<file path="src/cartesian_to_range_azimuth_elevation_unit_assert.svh">
// Assertion macros shared by the range, azimuth and elevation unit.
`ifndef CARTESIAN_TO_RANGE_AZIMUTH_ELEVATION_UNIT_ASSERT_SVH
`define CARTESIAN_TO_RANGE_AZIMUTH_ELEVATION_UNIT_ASSERT_SVH

// A condition that must hold at every clock edge out of reset.
`define CRAE_ASSERT_ALWAYS(label, cond, msg) \
   label: assert property (@(posedge clock) disable iff (reset) (cond)) else $error(msg);

// A consequence that must hold in the same cycle as its cause.
`define CRAE_ASSERT_IMPLIES(label, pre, post, msg) \
   label: assert property (@(posedge clock) disable iff (reset) (pre) |-> (post)) \
      else $error(msg);

// A consequence that must hold in the cycle after its cause.
`define CRAE_ASSERT_NEXT(label, pre, post, msg) \
   label: assert property (@(posedge clock) disable iff (reset) (pre) |=> (post)) \
      else $error(msg);

`endif

</file>
<file path="src/crae_sqrt_cell.sv">
// One digit of the restoring integer square root: two radicand bits in, one root bit out.
module crae_sqrt_cell (
   input  logic        clock,
   input  logic        en,
   input  logic [63:0] rad_i,
   input  logic [32:0] rem_i,
   input  logic [31:0] root_i,
   output logic [63:0] rad_o,
   output logic [32:0] rem_o,
   output logic [31:0] root_o
);

   logic [34:0] rem_sh, trial, diff;
   logic        fit;
   logic [63:0] rad_in, rad_ff;
   logic [32:0] rem_in, rem_ff;
   logic [31:0] root_in, root_ff;

   // Bring down the next bit pair and try to subtract 4*root+1.
   always_comb begin
      rem_sh  = {rem_i, rad_i[63:62]};
      trial   = {1'b0, root_i, 2'b01};
      fit     = (rem_sh >= trial);
      diff    = rem_sh - trial;
      rem_in  = fit ? diff[32:0] : rem_sh[32:0];
      root_in = {root_i[30:0], fit};
      rad_in  = rad_i << 2;
   end

   always_ff @(posedge clock) begin
      if (en) begin
         rad_ff  <= rad_in;
         rem_ff  <= rem_in;
         root_ff <= root_in;
      end
   end

   assign rad_o  = rad_ff;
   assign rem_o  = rem_ff;
   assign root_o = root_ff;

endmodule

</file>
<file path="config.mk">
export PLATFORM = sky130hd
export DESIGN_NAME = crae_sqrt_cell
export DESIGN_NICKNAME = d
export VERILOG_FILES = /design/src/cartesian_to_range_azimuth_elevation_unit_assert.svh /design/src/crae_sqrt_cell.sv
export SDC_FILE = /design/constraint.sdc
export NUM_CORES = 1
export LEC_CHECK = 0
export BUFFER_PORTS_ARGS = -buffer_cell sky130_fd_sc_hd__buf_2
export CORE_MARGIN = 3
export CORE_UTILIZATION = 35
export CTS_BUF_LIST = sky130_fd_sc_hd__clkbuf_4
export CTS_CLUSTER_DIAMETER = 150
export DETAILED_ROUTE_END_ITERATION = 6
export GPL_ROUTABILITY_DRIVEN = 1
export GPL_TIMING_DRIVEN = 0
export PLACE_DENSITY_LB_ADDON = 0.1
export SYNTH_ARGS = -nofsm -noshare
export SYNTH_HDL_FRONTEND = slang
export SYNTH_SLANG_ARGS = --single-unit
</file>
<file path="constraint.sdc">
create_clock -name clock -period 4.07 [get_ports clock]
set_clock_uncertainty 0.15 [all_clocks]
set_input_delay 0 -clock clock [delete_from_list [all_inputs] [get_ports clock]]
set_output_delay 0 -clock clock [all_outputs]
set_load 0.01 [all_outputs]
</file>
* Yosys cells after proc, flatten, opt, wreduce, memory -nomap -nowiden *
Cells that the tools add are included.

cells by class
  $add $sub $neg = 1
  order comparisons = 1
  mux-type cells = 1

operators by type and width
  operator                                      count
  greater-or-equal comparator 35 x 34 -> 1 bit  1
  two-way mux 33 bit                            1
  subtractor 33 bit                             1

storage, ports and cells
  bits in registers = 127
  output and inout bits = 129
  logic and storage cells = 6

* Longest topological paths before layout *
  depth in word-level cells = 2
  mapped depth = 14
  mapped depth without buffers = 11

* Least setup slack after synthesis *
Ideal clock, no wire load.

  path type = input to register
  from = input root_i[5]
  to = register rem_ff[32] (netlist: rem_o[32]), data pin
  library setup time = 261 ps
  arrival = 2,116 ps
  required time = 3,659 ps
  path slack = 1,543 ps
  cell stages on the path = 11
  buffers on the path = 0
  path through = inv_1 ha_1 a211oi_2 o21bai_1 a21o_1 a221o_1 a221o_1 a21o_1 a21oi_2 xor2_1 a21oi_1

between the ends
  longest elaborated chain between the ends = 2
  elaborated cells on any way between the ends = 3
  those cells by class = add/sub (1); order compare (1); mux (1)

RTL lines
  element                                                                            line                                        source
  start, declared                                                                    crae_sqrt_cell.sv:7                         input logic [31:0] root_i,
  subtractor 33 bit or greater-or-equal comparator 35 x 34 -> 1 bit (tied branches)  crae_sqrt_cell.sv:24, crae_sqrt_cell.sv:23
  two-way mux 33 bit (*)                                                             crae_sqrt_cell.sv:25                        rem_in = fit ? diff[32:0] : rem_sh[32:0];
  named net rem_in[32]                                                               crae_sqrt_cell.sv:16                        logic [32:0] rem_in, rem_ff;
  end signal, assigned                                                               crae_sqrt_cell.sv:33                        rem_ff <= rem_in;
  end, declared                                                                      crae_sqrt_cell.sv:16

The timed path passes the listed nets; every way through them passes the cells marked *.
A chain may end at the register's enable or synchronous reset.

* Final worst setup path *
  from = input root_i[0]
  to = register rem_ff[8] (netlist: rem_o[8]), data pin

Same word-level chain as after synthesis.

==> run metrics <==
Post-synth top flop=edfxtp_1; final setup fails=0; synth unique cells=48; setup TNS=0 ns; share of cells above drive strength 1=around a third; crit end category=register; post-synth top area share=~63%; post-route minimum period=approximately 3.6 ns; Max IR drop VDD=211 uV; ant diodes=0; GP Congestion=approximately 0.86; Die Ht=approximately 140 um; pin count of the biggest net entering global routing=slightly below 90; TritonRoute pass-1 iters=4; Fin. Hold Viols=0; DR vias=between 5000 and 6000; Routed WL=approximately 19000 um; Crit. Startpoint=root_i[0]; met2 Use GR=approximately 34%; initial antenna violation count=0; starting density of the core=between 30% and 40%; Synth-to-Final Area Change=64.5%; GR Util met3=under 10%; synth warn=0; TritonCTS clock tree=yes; PwrDens=roughly 340 nW/um^2; Setup Crit Path Kind=input port to register; total die area=around 19000 um^2; status=completed; DR WL/cell=roughly 16 um; Synth Register Bits=between 100 and 150; DRC=0; Final nets=roughly 1100; DRT iter0 DRCs=255; vias per cell=4.63; syn avg cell area=12.5 um^2; vias in the first global route=about 5900; Die X=around 140 um; max_cap viols=0; most common cell after layout, fill and taps aside=buf_2; global-route wire length before repair=between 30000 and 40000 um; Layout fillers=about 1400; # IOs=260; Sink Count=~130; Tcrit/Tclk final=about nine tenths; GRT Residual Overflow=0; Antenna Nets Post-Route=0; Mapped Cells=488; Root Buffer=clkbuf_4; crit path max-delay cell type=dlygate4sd3_1; Worst Path Buf+Inv=5; Worst Hold End=root_o[24]; detailed placement HPWL=12500 um; CP max stage delay=~0.56 ns; delay-heaviest family, CP=buffers and inverters; Gates resized, CTS repair=0; startpoint types=input port; Lkg Pwr=roughly 4.4 nW; arrival time worst endpoint=between 3 and 4 ns; # rows=47; total track usage=approximately 20%; max-slew violations=0; core area=16800 um^2; ys async rst share=0%; fmax=about 0.27 GHz; RSZ-0062 raised after global routing=no; crit-path cells=dlygate4sd3_1 > buf_2 > inv_1 > ha_1 > o21ai_0 > a211oi_2 > nand2_1 > a221o_1 > a21oi_1 > a21oi_1 > o21ai_2 > buf_4 > mux2_2 > dlygate4sd3_1; slew at the pin closest to its max-slew limit=roughly 0.70 ns; largest cells by area after synthesis=edfxtp_1 63%, ha_1 7.0%, a21oi_1 4.6%; Worst Hold Depth=2; Hold Path Class=input port to register; Inst Count DP=roughly 970; Data required, critical path=4.20 ns; Post-synth EDFFs=127; Port Buf Inserts=257; Post-Syn Area=roughly 6000 um^2; Longest Clk Path Bufs=2; Slew HR=53.1%; most frequent cells in the layout=264 x buf_2, 202 x dlygate4sd3_1, 127 x edfxtp_1; H-tree depth=4; GR Util met1=23.6%; Finished Layout Cells=1200; global route hottest layer=met2; largest fanout on the critical path=10; Seq/Total Area, Yosys=around 63%; Hold Startpoint=root_i[23]; CTS buffer count=17; Synth area leader=edfxtp_1; clock-pin slew on the worst setup and hold paths=0.13 ns
==> worst max-delay path by stage <==
stage,cells past startpoint,end
floorplan,11,rem_o[32]
global placement,12,rem_o[30]
detailed placement,12,rem_o[30]
CTS,13,rem_o[6]
global route,14,rem_o[8]
finish,14,rem_o[8]
==> cell usage after synthesis (all sizes together), types with 2 or more instances <==
cell and instances:
buf 13, a41oi 2, clkbuf 5, mux2 7
nand2 28, xnor2 19, a21oi 58, nand4 6
a211oi 5, ha 34, o31ai 3, o21a 8
o21ai 21, inv 39, a221oi 2, nand2b 4
nand3 8, a221o 3, o21bai 6, xor2 9
a21o 9, a31oi 5, nor3 5, nor2 42
and3 3, o211ai 2, edfxtp 127
==> power by group <==
| group | leakage, nW | switching, mW | total (mW) | internal, mW |
|---|---|---|---|---|
| registers | 1.24 | 0.0316 | 1.63 | 1.59 |
| clock network | 0.167 | 0.528 | 0.965 | 0.437 |
| logic | 2.99 | 0.437 | 0.869 | 0.432 |
==> repair_timing <==
item	CTS	global route
hold endpoints to repair	165	6
hold buffers	196	6
setup buffers	0	0
endpoints found under the setup margin	0	0
==> through the flow <==
stage / worst slack [ns] / util, % / total power [mW] / instance area, um^2 / hold slack, ns
floorplan: 1.54 / - / 2.05 / 6100 / -0.0511
global placement: 0.900 / 45.6 / 2.34 / 7660 / 0.0270
detailed placement: 0.863 / 45.8 / 2.35 / 7700 / 0.0283
CTS: 0.528 / 59.3 / 3.49 / 9970 / 0.000528
global route: 0.316 / 59.6 / 3.65 / 10000 / 0.000300
finish: 0.423 / 59.6 / 3.46 / 10000 / 0.0584
==> area by class of cell <==
class                           instances  area, um^2  share of cell area, %
Timing Repair Buffer                  460        3340                   33.3
Inverter                               39         146                   1.46
Tap cell                              220         275                   2.74
Clock buffer                           17         128                   1.27
Buffer                                 18         100                  0.998
Multi-Input combinational cell        305        2040                   20.4
Sequential cell                       127        3810                   38.0
Clock inverter                         14         183                   1.82
==> sequential cells by signal, indices dropped and copies added, names as in the netlist <==
signal  count
rem_o      33
rad_o      62
root_o     32
==> cell families (layout without fill, tap and decap cells) <==
logic type,count (synthesis),after routing,share of synthesized area (%)
AOI/OAI and AO/OA,131,131,13.6
DFF,127,127,62.5
and+or+nand+nor,103,103,7.53
buffers and inverters,57,548,4.04
adders and majority gates,34,34,6.97
xor gates and xnor gates,28,28,4.02
muxes,7,7,1.29
other,1,2,0.0615
==> routing by layer <==
| layer | up-vias | wire length (um) | part of all wire, % |
|---|---|---|---|
| li1 | 2761 | - | - |
| met1 | 2557 | 7930 | 42 |
| met2 | 205 | 9510 | 50 |
| met3 | 30 | 1180 | 6.2 |
| met4 | 0 | 475 | 2.5 |
| met5 | - | 0 | 0 |
Power figures use the tool's default switching activity.
