--- src/cartesian_to_range_azimuth_elevation_unit_assert.svh ---
// Assertion macros shared by the range, azimuth and elevation unit.
`ifndef CARTESIAN_TO_RANGE_AZIMUTH_ELEVATION_UNIT_ASSERT_SVH
`define CARTESIAN_TO_RANGE_AZIMUTH_ELEVATION_UNIT_ASSERT_SVH

// A condition that must hold at every clock edge out of reset.
`define CRAE_ASSERT_ALWAYS(label, cond, msg) \
   label: assert property (@(posedge clock) disable iff (reset) (cond)) else $error(msg);

// A consequence that must hold in the same cycle as its cause.
`define CRAE_ASSERT_IMPLIES(label, pre, post, msg) \
   label: assert property (@(posedge clock) disable iff (reset) (pre) |-> (post)) \
      else $error(msg);

// A consequence that must hold in the cycle after its cause.
`define CRAE_ASSERT_NEXT(label, pre, post, msg) \
   label: assert property (@(posedge clock) disable iff (reset) (pre) |=> (post)) \
      else $error(msg);

`endif

--- src/crae_pkg.sv ---
// Shared types, constants and the arctangent table of the range and angle unit.
package crae_pkg;

   // Width of the CORDIC datapath: a 32-bit value scaled by 2^24 plus growth.
   localparam int CORDIC_W = 60;

   // Number of entries in the arctangent table.
   localparam int MAX_CORDIC = 40;

   // Degree units (1/65536 degree) in a full turn and in a quarter turn.
   localparam logic [24:0] DEG_UNITS  = 25'd23592960;
   localparam logic [24:0] ELEV_LIMIT = 25'd5898240;

   // Output limits of the elevation.
   localparam logic signed [23:0] EL_MAX = 24'sd5898240;
   localparam logic signed [23:0] EL_MIN = -24'sd5898240;

   // Half an output step in the 2^-32 scaled product.
   localparam logic [57:0] HALF_STEP = 58'h0_0000_8000_0000;

   // Binary angle of half a turn.
   localparam logic [31:0] HALF_TURN = 32'h8000_0000;

   // Flags and the slant range carried alongside the datapath.
   typedef struct packed {
      logic        h_zero;
      logic        s_zero;
      logic        u_neg;
      logic [31:0] range;
   } side_type;

   // Normalised offsets waiting for the square roots.
   typedef struct packed {
      logic signed [31:0] east;
      logic signed [31:0] north;
      logic signed [31:0] up;
   } hold_type;

   // One finished result.
   typedef struct packed {
      logic [31:0]        range;
      logic [24:0]        azimuth;
      logic signed [23:0] elevation;
      logic               origin;
   } result_type;

   // atan(2^-i) as a binary angle (2^32 is a full turn), rounded to nearest.
   function automatic logic [31:0] atan_bam(input int idx);
      logic [31:0] val;
      case (idx)
         0:  val = 32'd536870912;
         1:  val = 32'd316933406;
         2:  val = 32'd167458907;
         3:  val = 32'd85004756;
         4:  val = 32'd42667331;
         5:  val = 32'd21354465;
         6:  val = 32'd10680862;
         7:  val = 32'd5340245;
         8:  val = 32'd2670163;
         9:  val = 32'd1335087;
         10: val = 32'd667544;
         11: val = 32'd333772;
         12: val = 32'd166886;
         13: val = 32'd83443;
         14: val = 32'd41722;
         15: val = 32'd20861;
         16: val = 32'd10430;
         17: val = 32'd5215;
         18: val = 32'd2608;
         19: val = 32'd1304;
         20: val = 32'd652;
         21: val = 32'd326;
         22: val = 32'd163;
         23: val = 32'd81;
         24: val = 32'd41;
         25: val = 32'd20;
         26: val = 32'd10;
         27: val = 32'd5;
         28: val = 32'd3;
         29: val = 32'd1;
         30: val = 32'd1;
         default: val = 32'd0;
      endcase
      return val;
   endfunction

endpackage

--- src/crae_cordic_cell.sv ---
// One vectoring micro-rotation of the CORDIC, driving y towards zero.
module crae_cordic_cell #(
   parameter int          SHIFT = 0,
   parameter logic [31:0] ATAN  = 32'd0
) (
   input  logic                                clock,
   input  logic                                en,
   input  logic signed [crae_pkg::CORDIC_W-1:0] x_i,
   input  logic signed [crae_pkg::CORDIC_W-1:0] y_i,
   input  logic [31:0]                         z_i,
   output logic signed [crae_pkg::CORDIC_W-1:0] x_o,
   output logic signed [crae_pkg::CORDIC_W-1:0] y_o,
   output logic [31:0]                         z_o
);

   logic signed [crae_pkg::CORDIC_W-1:0] xs, ys, x_in, y_in, x_ff, y_ff;
   logic [31:0]                          z_in, z_ff;
   logic                                 y_pos;

   // Rotate clockwise when y is above zero, otherwise anticlockwise.
   always_comb begin
      xs    = x_i >>> SHIFT;
      ys    = y_i >>> SHIFT;
      y_pos = !y_i[crae_pkg::CORDIC_W-1] && (y_i != '0);
      if (y_pos) begin
         x_in = x_i + ys;
         y_in = y_i - xs;
         z_in = z_i + ATAN;
      end else begin
         x_in = x_i - ys;
         y_in = y_i + xs;
         z_in = z_i - ATAN;
      end
   end

   always_ff @(posedge clock) begin
      if (en) begin
         x_ff <= x_in;
         y_ff <= y_in;
         z_ff <= z_in;
      end
   end

   assign x_o = x_ff;
   assign y_o = y_ff;
   assign z_o = z_ff;

endmodule

--- config.mk ---
export PLATFORM = sky130hd
export DESIGN_NAME = crae_cordic_cell
export DESIGN_NICKNAME = d
export VERILOG_FILES = /design/src/cartesian_to_range_azimuth_elevation_unit_assert.svh /design/src/crae_pkg.sv /design/src/crae_cordic_cell.sv
export SDC_FILE = /design/constraint.sdc
export NUM_CORES = 1
export LEC_CHECK = 0
export ABC_AREA = 1
export BUFFER_PORTS_ARGS = -buffer_cell sky130_fd_sc_hd__buf_4
export CORE_MARGIN = 1.5
export CORE_UTILIZATION = 38
export CTS_CLUSTER_DIAMETER = 200
export DETAILED_ROUTE_END_ITERATION = 8
export HOLD_SLACK_MARGIN = 0.03
export SYNTH_ARGS = -nofsm -noshare
export SYNTH_HDL_FRONTEND = slang
export SYNTH_SLANG_ARGS = --single-unit
--- constraint.sdc ---
create_clock -name clock -period 4.1 [get_ports clock]
set_clock_uncertainty 0.15 [all_clocks]
set_input_delay 0.41 -clock clock [delete_from_list [all_inputs] [get_ports clock]]
set_output_delay 0.41 -clock clock [all_outputs]
set_load 0.005 [all_outputs]
==> Yosys cells after proc, flatten, opt, wreduce, memory -nomap -nowiden <==
Index checks and enable logic that the tools add are counted.
{ "totals": {"register_bits": 152, "inputBits": 154, "out_inout_bits": 152, "elab_cells": 11} }
{ "classes": {"addsub": 3, "muxes": 2, "reduce_logical": 3} }
{ "op_table": {"columns": ["operator", "n"], "rows": [
  ["$mux W60", 2],
  ["$sub A60 B60 Y60", 2],
  ["$add A60 B60 Y60", 1],
  ["$reduce_bool A60 Y1", 1],
  ["$logic_and A1 B1 Y1", 1],
  ["$logic_not A1 Y1", 1]
]} }

==> Logic depth before layout (Yosys ltp) <==
Gate-level depths: netlist (run 1).
{ "logic_depth": {"word_depth": 3, "depth_mapped": 17, "ltp_nobuf": 16} }

==> Worst setup path after synthesis (run 1) <==
No wires, ideal clock.
{ "synth_path": {"path_kind": "in2reg", "from": "in x_i[0] (netlist name)", "to": "reg x_ff, in the netlist x_o[32] (data pin)", "setup_ns": 0.253, "arrival_ns": 1.980, "t_required_ns": 3.697, "setup_slack_ns": 1.718, "stages": 15, "path_buffers": 0, "path_cell_list": "inv_1 -> ha_1 -> fa_1 -> inv_1 -> nand2_1 -> nand3_1 -> nand2_1 -> nand2_2 -> nand2_1 -> nand2_1 -> inv_1 -> nor2_1 -> o21ai_0 -> nand3_1 -> nand2_1"} }
{ "synth_via": {"elab_chain_cells": 2, "word_cells_on_any_way": 3, "cone_classes": "add/sub: 2; mux: 1"} }
{ "synth_lines": {"columns": ["item", "line_no", "source"], "rows": [
  ["from (decl)", "crae_cordic_cell.sv:8", "input logic signed [crae_pkg::CORDIC_W-1:0] x_i,"],
  ["$sub A60 B60 Y60 / $add A60 B60 Y60 (equally long branches)", "crae_cordic_cell.sv:30, crae_cordic_cell.sv:26", null],
  ["$mux W60 *", "crae_cordic_cell.sv:25", "if (y_pos) begin"],
  ["via x_in (one bit)", "crae_cordic_cell.sv:16", "logic signed [crae_pkg::CORDIC_W-1:0] xs, ys, x_in, y_in, x_ff, y_ff;"],
  ["to (signal assigned)", "crae_cordic_cell.sv:38", "x_ff <= x_in;"],
  ["to (decl)", "crae_cordic_cell.sv:16", null]
]} }
The timed path passes the listed nets; every way through them passes the cells marked *.
A chain may end at the register's enable or synchronous reset.

==> Worst setup path after layout (run 1) <==
{ "layout_path": {"from": "in x_i[8] (netlist name)", "to": "reg x_ff, in the netlist x_o[19] (data pin)"} }
Same word-level chain as after synthesis.

==> results of run 1 <==
## cell type report
type / instances / area share (%)
Multi-Input combinational cell: 2668 / 53.3
Sequential cell: 151 / 17.9
Inverter: 804 / 11.9
Timing Repair Buffer: 352 / 10.9
Tap cell: 756 / 3.73
Clock buffer: 17 / 1.68
Clock inverter: 14 / 0.553
## synthesized netlist by cell type, types with 7 or more instances
library cell  instances
nor2_2               28
edfxtp_1            151
o21ai_1               8
nor2_1              253
a31oi_1               9
nand3_2               9
buf_4                37
o21bai_1             15
nor3_2               14
nand2_1            1391
buf_2                27
buf_6                 7
o21ai_0             125
nand2_2              19
xor2_1               67
inv_1               793
a21oi_1             158
inv_2                10
nor4_1               11
ha_1                192
nor3_1               16
nand4_1              55
clkbuf_1             10
nand3_1             250
## repair_timing
item,4_1_cts,5_1_grt
hold buffers,32,0
gates resized for setup,0,0
endpoints found under the hold margin,32,0
endpoints found under the setup margin,0,0
## registers in the layout, indices dropped and copies added, names as in the netlist
| name | flops |
|---|---|
| x_o | 60 |
| z_o | 32 |
| y_o | 59 |
## cell families (layout without fill, tap and decap cells)
logic type / Yosys count / count (layout)
AOI/OAI and AO/OA: 332 / 332
xor gates and xnor gates: 69 / 69
adders and majority gates: 195 / 195
buffers and inverters: 885 / 1187
DFF: 151 / 151
and+or+nand+nor: 2072 / 2072
## worst paths after layout
| path | endpoint | slack, ps | startpoint |
|---|---|---|---|
| worst max-delay path | x_o[19] | 1290 | x_i[8] |
| worst min-delay path | x_o[0] | 150 | y_i[0] |
## where the power goes
group | internal, mW | leakage, nW | switching (mW)
sequential | 1.97 | 1.47 | 0.0691
clock | 0.847 | 0.273 | 0.818
combinational | 1.08 | 12.5 | 2.13
total | 3.89 | 14.3 | 3.02
## tightest hold or removal path, cell delays in order
cell and delay [ps]:
buf_4 110, ha_1 110, inv_1 30
## stage by stage
step | total power, mW | util [%]
6_report | 6.91 | 45.0
5_1_grt | 7.30 | 45.0
4_1_cts | 6.88 | 45.0
3_5_place_dp | 5.18 | 43.4
3_3_place_gp | 5.19 | 43.4
2_1_floorplan | 3.85 | -
## metal layers
| metal | GRT usage [%] | vias up | routed length [um] |
|---|---|---|---|
| li1 | - | 11900 | - |
| met1 | 44.0 | 10800 | 42700 |
| met2 | 50.2 | 828 | 40800 |
| met3 | 2.86 | 139 | 5560 |
| met4 | 13.8 | 2 | 3880 |
| met5 | 0 | - | 9 |
==> metrics.csv, run 1 <==
stage;metric;value;unit
worst_setup_path;CP max-delay cell;ha_1;
synth;post-synth top area share;24.2;%
synth;Cell Area, Synth;21600;um^2
floorplan;die area;58200;um^2
cells_and_area;nets@finish;4343;
cells_and_area;multi-input logic area;13500;um^2
synth;Post-synth EDFFs;151;
sta;Setup TNS;0;ps
synth;complex-gate fraction of the synthesized area;8.19;%
cells_and_area;Cell Count, Final, Fillers Out;4762;
worst_setup_path;Crit Path Category;in2reg;
worst_setup_path;CP delay by family, top;simple AND/OR/NAND/NOR gates;
clock_tree;Post-CTS Setup Bufs;0;
clock_tree;total CTS buffers;17;
cells_and_area;design area;25300;um^2
route;First-pass DRT Iterations;6;
worst_setup_path;Crit. End Element;flop;
placement;placed cell count;4699;
sta;crit share post-route;68.5;%
status;run status;finished clean;
cells_and_area;Storage cell area;4530;um^2
placement;IO Port Bufs;305;
clock_tree;clock sink count;151;
power_and_ir_drop;Pwr Density;273;nW/um^2
cells_and_area;Diodes inserted;0;
sta;Max Fclk;0.356;GHz
placement;Placed Area;24400;um^2
synth;largest family of logic cells by synthesized area;simple AND/OR/NAND/NOR gates;
floorplan;Initial Util;38.3;%
synth;ranking of synthesized cells by area;nand2_1, edfxtp_1, inv_1;
floorplan;die width;241;um
synth;ys flop type;edfxtp_1;
cells_and_area;Layout area overhead;17.5;%
sta;worst-margin pin slew;934;ps
global_routing;GRT overflow;0;
min_path;hold depth;3;
min_path;Worst Hold Class;in2reg;
sta;fin. max-slew vios;0;
global_routing;largest net degree at the start of global routing;69;
worst_setup_path;crit path max fanout;10;
clock_tree;CTS tree;built;
sta;Final Critical Period;2810;ps
cells_and_area;FILL cells;6321;
worst_setup_path;CP peak stage delay;640;ps
route;Antenna Nets Post-Route;0;
cells_and_area;layout cells sized above 1;11.2;%
global_routing;GRT Util Overall;31.7;%
clock_tree;clk root buf;clkbuf_16;
synth;yosys warns;0;
cells_and_area;commonest cells after routing, fill and taps aside;nand2_1, inv_1, buf_4;
synth;distinct cell type count after synthesis;39;
power_and_ir_drop;Pleak;14.3;nW
clock_tree;Clock Tree Buf Depth;2;
route;Vias/cell;4.96;
route;vias;23600;
clock_tree;CTS clk-pin slew, worst paths;90;ps
global_routing;vias in the first global route;22100;
route;Post-Route WL;92.9;mm
floorplan;row count;87;
synth;Yosys top cell by area;nand2_1;
sta;Fin. Hold Viols;0;
synth;Post-Syn Instances;3704;
sta;final setup margin;1290;ps
route;Iter 0 DRT Violations;2137;
floorplan;die height;241;um
floorplan;IO Count;306;
synth;sequential fraction of the synthesis area;21.0;%
worst_setup_path;Startpoint Class;input port;
route;Avg WL per Cell;19.5;um
power_and_ir_drop;VDD IR-drop max;0.000362;V
synth;post-synthesis area per instance;5.82;um^2
synth;Synth Area in Adders;11.4;%
sta;Hold WS;154;ps
worst_setup_path;worst path cell trace;buf_4 > inv_1 > ha_1 > nand2_1 > nor2_1 > nand2_1 > nor2_1 > nand2_1 > nand3_1 > nor2_1 > o21ai_0 > o21ai_0;
synth;post-synth net total;4053;
job;max-cap violations;0;
clock_tree;CTS H-tree depth;4;
global_routing;antenna violations before repair;1;
worst_setup_path;crit path DAT;2880;ps
synth;#FFs+latches synth;151;
sta;max_slew headroom;37.2;%
worst_setup_path;WP depth;12;
synth;Simple-Gate Fraction of Synth Area;40.1;%
sta;Setup Viol. Count Final;0;
worst_setup_path;WP buf/inv;2;
worst_setup_path;worst path required time;4180;ps
placement;pre-CTS setup slack;858;ps
placement;RePlAce Congestion;1.04;
synth;multiplexer area fraction after synthesis;0;%
floorplan;CORE AREA;56300;um^2
cells_and_area;most common library cell in the layout ignoring fill and taps;nand2_1;
route;DRC viols;0;
synth;xor-xnor portion of the synthesized cell area;2.80;%
placement;placed wire-length estimate;79.8;mm
global_routing;first-pass GRT wire length;135;mm
synth;fraction of registers with async set/reset;0;%
sta;RSZ-0062 raised after global routing;false;
Note: power is estimated with default switching activity, not from simulation.
==> inputs of run 2 (changes only) <==
--- a/config.mk
+++ b/config.mk
@@ -5,7 +5,7 @@
 export SDC_FILE = /design/constraint.sdc
 export NUM_CORES = 1
 export LEC_CHECK = 0
-export ABC_AREA = 1
+export ABC_AREA = 0
 export BUFFER_PORTS_ARGS = -buffer_cell sky130_fd_sc_hd__buf_4
 export CORE_MARGIN = 1.5
 export CORE_UTILIZATION = 38
==> constraint.sdc (replaced) <==
create_clock -name clock -period 2.9 [get_ports clock]
set_clock_uncertainty 0.15 [all_clocks]
set_input_delay 0.29 -clock clock [delete_from_list [all_inputs] [get_ports clock]]
set_output_delay 0.29 -clock clock [all_outputs]
set_load 0.005 [all_outputs]
==> metrics.csv, run 2 <==
stage;metric;value;unit;change
clock_tree;CTS tree;built;;
cells_and_area;Layout area overhead;67.8;%;
power_and_ir_drop;Sw Ratio;37.9;%;-5.8 points
synth;post-synthesis area per instance;8.18;um^2;+40%
worst_setup_path;Crit. End Element;flop;;
cells_and_area;layout cells sized above 1;44.7;%;+34 points
synth;Yosys top cell by area;edfxtp_1;;
cells_and_area;multi-input logic area;12100;um^2;-10%
sta;RSZ-0062 raised after global routing;true;;
power_and_ir_drop;Clk pwr share;20.6;%;-3.5 points
floorplan;Initial Util;38.7;%;+0.43 points
min_path;Worst Hold Class;in2reg;;
cells_and_area;max reg flops;60;;unchanged
synth;ys flop type;edfxtp_1;;
global_routing;first-pass GRT wire length;121;mm;-10%
clock_tree;total CTS buffers;17;;unchanged
job;max-cap violations;0;;unchanged
synth;most frequent cell after synthesis;a21oi_1;;
synth;multiplexer area fraction after synthesis;1.04;%;+1.0 points
sta;Max Fclk;0.321;GHz;
synth;Synth Area in Adders;15.1;%;+3.7 points
power_and_ir_drop;Final Total Pwr;10.7;mW;+55%
global_routing;grt met2 use;60.4;%;+10 points
synth;Simple-Gate Fraction of Synth Area;15.5;%;-25 points
global_routing;GRT busiest layer;met2;;
clock_tree;CTS clk-pin slew, worst paths;70;ps;-20 ps
worst_setup_path;crit path max fanout;4;;-6
synth;#FFs+latches synth;151;;unchanged
global_routing;GR Util met1;48.4;%;+4.5 points
route;Antenna Nets Post-Route;0;;unchanged
power_and_ir_drop;P_sw;4.07;mW;+35%
worst_setup_path;crit path DAT;3210;ps;+330 ps
global_routing;GRT Util Overall;36.6;%;+4.9 points
clock_tree;clk root buf;clkbuf_16;;
route;DRC viols;0;;unchanged
power_and_ir_drop;combinational power share;51.7;%;+5.3 points
synth;Post-Syn Instances;1996;;-46%
route;Vias/cell;5.52;;+11%
synth;yosys warns;0;;unchanged
sta;Hold WS;124;ps;-30.5 ps
route;Post-Route WL;82.2;mm;-12%
sta;max_slew headroom;57.4;%;+20 points
clock_tree;clock sink count;151;;unchanged
cells_and_area;most common library cell in the layout ignoring fill and taps;buf_4;;
global_routing;antenna violations before repair;2;;+1
cells_and_area;nets@finish;3407;;-22%
power_and_ir_drop;VDD IR-drop max;0.000432;V;+19%
power_and_ir_drop;sequential group share of total power;27.7;%;-1.8 points
status;run status;finished with violations;;
synth;sequential fraction of the synthesis area;27.8;%;+6.7 points
synth;post-synth top area share;27.8;%;+3.6 points
placement;placed wire-length estimate;67.8;mm;-15%
sta;fin. max-slew vios;0;;unchanged
power_and_ir_drop;Pwr Density;392;nW/um^2;+44%
route;vias;19900;;-16%
synth;largest family of logic cells by synthesized area;compound AO/OA/AOI/OAI gates;;
route;First-pass DRT Iterations;5;;-1
floorplan;die width;210;um;-13%
worst_setup_path;Startpoint Class;input port;;
sta;Final Critical Period;3110;ps;
synth;ranking of synthesized cells by area;edfxtp_1, ha_1, a21oi_1;;
floorplan;die height;210;um;-13%
route;Avg WL per Cell;22.7;um;+17%
cells_and_area;FILL cells;3662;;-42%
clock_tree;Clock Tree Buf Depth;2;;unchanged
status;failing checks;setup timing;;
sta;Setup Viol. Count Final;31;;+31
sta;final setup margin;-211;ps;-1500 ps
floorplan;row count;75;;-14%
power_and_ir_drop;Pleak;12.5;nW;-13%
global_routing;vias in the first global route;19700;;-11%
global_routing;Global Route met3 Usage;5.32;%;+2.5 points
floorplan;IO Count;306;;unchanged
synth;Post-synth EDFFs;151;;unchanged
global_routing;GRT overflow;0;;unchanged
synth;Cell Area, Synth;16300;um^2;-24%
worst_setup_path;Crit Path Category;in2reg;;
floorplan;CORE AREA;42100;um^2;-25%
synth;xor-xnor portion of the synthesized cell area;6.12;%;+3.3 points
sta;Setup TNS;-2940;ps;-2940 ps
synth;fraction of registers with async set/reset;0;%;unchanged
power_and_ir_drop;internal power;6.66;mW;+71%
sta;crit share post-route;107;%;
cells_and_area;Storage cell area;4530;um^2;unchanged
sta;Fin. Hold Viols;0;;unchanged
clock_tree;CTS H-tree depth;4;;unchanged
sta;worst-margin pin slew;636;ps;-298 ps
global_routing;largest net degree at the start of global routing;57;;-17%
route;Iter 0 DRT Violations;1707;;-20%
worst_setup_path;worst path required time;3000;ps;-1180 ps
floorplan;die area;44200;um^2;-24%
synth;post-synth net total;2345;;-42%
synth;distinct cell type count after synthesis;95;;+140%
placement;RePlAce Congestion;1.03;;-1.6%
synth;complex-gate fraction of the synthesized area;27.7;%;+20 points
synth;synth cell count leaders;a21oi_1, ha_1, inv_1;;
cells_and_area;commonest cells after routing, fill and taps aside;buf_4, a21oi_1, inv_1;;
placement;IO Port Bufs;305;;unchanged
run 2: cell types whose count changed after synthesis, moves of 56 or more:
cell | previous run | this run
nand2_1 | 1391 | 117
inv_1 | 793 | 179
nand3_1 | 250 | 36
a21oi_1 | 158 | 276
xnor2_1 | 2 | 103
nor2_1 | 253 | 177
xor2_1 | 67 | 11
run 2: worst paths after layout:
kind	startpoint	end	slack, ps	cells after the start
min	en	z_o[1]	120	1
max	y_i[0]	y_o[58]	-210	18
run 2: critical path, stage by stage:
cell	delay, ps
buf_8	90
buf_6	90
ha_4	120
inv_2	30
fa_2	360
nor2_4	150
o311ai_4	100
a21oi_2	240
a311oi_4	120
buf_6	150
o31ai_4	240
buf_6	160
a31oi_4	110
or4_4	480
a31oi_4	180
nor2_2	70
o22ai_2	140
xnor2_1	90
run 2: stage by stage:
step                      utilization [%]  setup WS (ps)  instance area [um^2]  cells
after floorplan                         -           -123                 16700   1996
after global placement               59.3           -908                 25000   3508
after detailed placement             59.3           -935                 25000   3508
after CTS                            63.1           -162                 26600   3588
after global routing                 65.0           -308                 27400   3611
final                                65.0           -211                 27400   3612
run 2: layer usage:
metal / up-vias / part of all wire [%]
met5: - / 0
met2: 845 / 47
met4: 0 / 3.8
met3: 134 / 6.3
li1: 9334 / -
met1: 9613 / 43
run 2: kinds of logic after synthesis:
logic type	count (synthesis)
AND/OR/NAND/NOR	530
adder cells (fa/ha/maj)	195
AO/OA/AOI/OAI	715
buffers and inverters	274
XOR/XNOR	114
flip-flops	151
multiplexers	17
run 2: cell type report:
cell class | instances | share of cell area (%)
multi-input combinational | 1571 | 44.2
timing repair buffer | 1129 | 32.1
sequential | 151 | 16.5
inverter | 188 | 2.69
tap | 539 | 2.46
clock buffer | 18 | 1.57
clock inverter | 14 | 0.420
antenna | 2 | 0.0183
run 2: power groups by stage:
stage | clock network [mW] | logic (mW) | registers [mW]
floorplan | 0 | 2.06 | 3.03
global placement | 0 | 4.96 | 3.02
detailed placement | 0 | 5.00 | 3.02
CTS | 2.25 | 5.23 | 2.98
global route | 2.31 | 5.86 | 3.00
finish | 2.21 | 5.55 | 2.98
run 2: what timing repair did:
item	4_1_cts	5_1_grt
pin swaps	46	75
resized for setup	116	148
cloned	0	0
hold endpoints to repair	34	0
setup buffers	15	24
setup endpoints to repair	57	68
hold buffers	34	0
==> inputs of run 3 (changes only) <==
==> constraint.sdc (replaced) <==
create_clock -name clock -period 2.9 [get_ports clock]
set_clock_uncertainty 0.15 [all_clocks]
set_input_delay 0 -clock clock [delete_from_list [all_inputs] [get_ports clock]]
set_output_delay 0 -clock clock [all_outputs]
set_load 0.005 [all_outputs]
==> metrics.csv, run 3 (synthesis results as in run 2) <==
stage;metric;value;unit;change
status;run status;finished clean;;
job;max-cap violations;0;;unchanged
global_routing;largest net degree at the start of global routing;48;;-16%
sta;final setup margin;33.4;ps;+244 ps
floorplan;die height;210;um;unchanged
route;Iter 0 DRT Violations;1719;;+0.70%
power_and_ir_drop;sequential group share of total power;28.7;%;+1.0 points
clock_tree;clk root buf;clkbuf_16;;
power_and_ir_drop;VDD IR-drop max;0.000436;V;+0.93%
worst_setup_path;crit path DAT;2960;ps;-250 ps
sta;Setup Viol. Count Final;0;;-100%
power_and_ir_drop;Pleak;11.8;nW;-5.4%
cells_and_area;Cell Count, Final, Fillers Out;3506;;-2.9%
sta;Setup TNS;0;ps;+2940 ps
worst_setup_path;worst path required time;2990;ps;about the same
cells_and_area;FILL cells;3801;;+3.8%
global_routing;GRT Util Overall;35.7;%;-0.90 points
worst_setup_path;CP dominant cell by count;buf_4;;
placement;RePlAce Congestion;1.02;;-0.93%
placement;placed wire-length estimate;66.9;mm;-1.4%
cells_and_area;commonest cells after routing, fill and taps aside;buf_4, a21oi_1, ha_1;;
clock_tree;clock sink count;151;;unchanged
clock_tree;Clock Tree Buf Depth;2;;unchanged
global_routing;vias in the first global route;19300;;-1.9%
worst_setup_path;worst path cell trace;buf_4 > inv_1 > ha_1 > buf_6 > nand2_1 > buf_4 > nor3_2 > buf_4 > nand2_1 > nor2_4 > inv_1 > o31a_1 > buf_4 > inv_1 > a21oi_1 > buf_4 > o21ai_0 > a21oi_1 > xnor2_1;;
power_and_ir_drop;Pwr Density;407;nW/um^2;+3.9%
global_routing;first-pass GRT wire length;118;mm;-2.4%
sta;max_slew headroom;49.5;%;-7.9 points
cells_and_area;max reg flops;60;;unchanged
route;DRC viols;0;;unchanged
sta;fin. max-slew vios;0;;unchanged
worst_setup_path;Crit. End Element;flop;;
placement;IO Port Bufs;305;;unchanged
worst_setup_path;CP max-delay cell;o21ai_0;;
placement;placed cell count;3418;;-2.6%
floorplan;die area;44200;um^2;unchanged
sta;RSZ-0062 raised after global routing;true;;
sta;Hold WS;52.7;ps;-71.2 ps
floorplan;row count;75;;unchanged
power_and_ir_drop;P_sw;3.80;mW;-6.6%
route;Antenna Nets Post-Route;0;;unchanged
worst_setup_path;crit path max fanout;12;;+8
route;Avg WL per Cell;22.7;um;-0.19%
clock_tree;CTS H-tree depth;4;;unchanged
sta;crit share post-route;98.8;%;-8.4 points
worst_setup_path;Crit Path Category;in2reg;;
worst_setup_path;Startpoint Class;input port;;
route;Vias/cell;5.52;;about the same
cells_and_area;layout cells sized above 1;37.8;%;-6.9 points
floorplan;Initial Util;38.7;%;unchanged
cells_and_area;Layout area overhead;56.8;%;
sta;Final Critical Period;2870;ps;-244 ps
clock_tree;CTS clk-pin slew, worst paths;70;ps;about the same
sta;Fin. Hold Viols;0;;unchanged
floorplan;IO Count;306;;unchanged
clock_tree;total CTS buffers;17;;unchanged
route;Post-Route WL;79.6;mm;-3.1%
min_path;Worst Hold Class;in2reg;;
cells_and_area;nets@finish;3303;;-3.1%
global_routing;antenna violations before repair;1;;-1
floorplan;die width;210;um;unchanged
cells_and_area;Core Util, Final;60.8;%;-4.3 points
power_and_ir_drop;Clk pwr share;22.9;%;+2.3 points
sta;Max Fclk;0.349;GHz;+8.5%
route;vias;19400;;-2.9%
route;First-pass DRT Iterations;5;;unchanged
cells_and_area;most common library cell in the layout ignoring fill and taps;buf_4;;
global_routing;GRT overflow;0;;unchanged
clock_tree;CTS tree;built;;
floorplan;CORE AREA;42100;um^2;unchanged
worst_setup_path;CP peak stage delay;320;ps;-160 ps
sta;worst-margin pin slew;750;ps;+115 ps
power_and_ir_drop;combinational power share;48.5;%;-3.2 points
power_and_ir_drop;internal power;6.62;mW;-0.63%
power_and_ir_drop;Sw Ratio;36.5;%;-1.5 points
placement;pre-CTS setup slack;-912;ps;+22.5 ps
-- run 3: final cells by class --
class / count / area, um^2 / share of cell area [%]
Multi-Input combinational cell: 1571 / 11200 / 43.6
Timing Repair Buffer: 1025 / 7920 / 30.9
Sequential cell: 151 / 4530 / 17.7
Inverter: 188 / 712 / 2.78
Tap cell: 539 / 674 / 2.63
Clock buffer: 17 / 425 / 1.66
Clock inverter: 14 / 174 / 0.679
Antenna cell: 1 / 2.50 / 0.00977
-- run 3: repair_timing --
action,in CTS,in global routing
pin swaps,11,27
setup endpoints to repair,32,51
gates resized for setup,25,73
buffers inserted,1,9
endpoints found under the hold margin,93,0
hold buffers,47,0
-- run 3: critical path: cells and delay by family --
| family | cells | cell delay [ps] |
|---|---|---|
| simple gates | 4 | 590 |
| compound gates | 4 | 820 |
| buf+inv | 9 | 1090 |
| fa+ha+maj | 1 | 310 |
| xor+xnor | 1 | 150 |
-- run 3: layer usage --
| layer | vias up | wire (um) | part of all wire, % | GRT usage (%) |
|---|---|---|---|---|
| li1 | 9125 | - | - | - |
| met1 | 9363 | 33700 | 42 | 45.5 |
| met2 | 735 | 38000 | 48 | 60.5 |
| met3 | 135 | 4820 | 6.0 | 5.91 |
| met4 | 0 | 3050 | 3.8 | 13.4 |
| met5 | - | 0 | 0 | 0 |
-- run 3: power by group through the flow --
stage | clock (mW) | sequential [mW] | combinational, mW
floorplan | 0 | 3.03 | 1.99
global placement | 0 | 3.02 | 4.74
detailed placement | 0 | 3.03 | 4.75
CTS | 2.43 | 2.99 | 4.87
global route | 2.49 | 3.01 | 5.37
finish | 2.39 | 2.99 | 5.05
-- run 3: stage by stage --
stage | power [mW] | instance area (um^2)
after global routing | 10.9 | 25600
after detailed placement | 7.78 | 24000
final | 10.4 | 25600
after CTS | 10.3 | 25200
after floorplan | 5.01 | 16300
after global placement | 7.76 | 24000
-- run 3: worst paths after layout --
kind,from,end,depth (start not counted),slack [ps]
setup / recovery,x_i[30],y_o[53],19,30
hold / removal,y_i[22],y_o[22],4,50
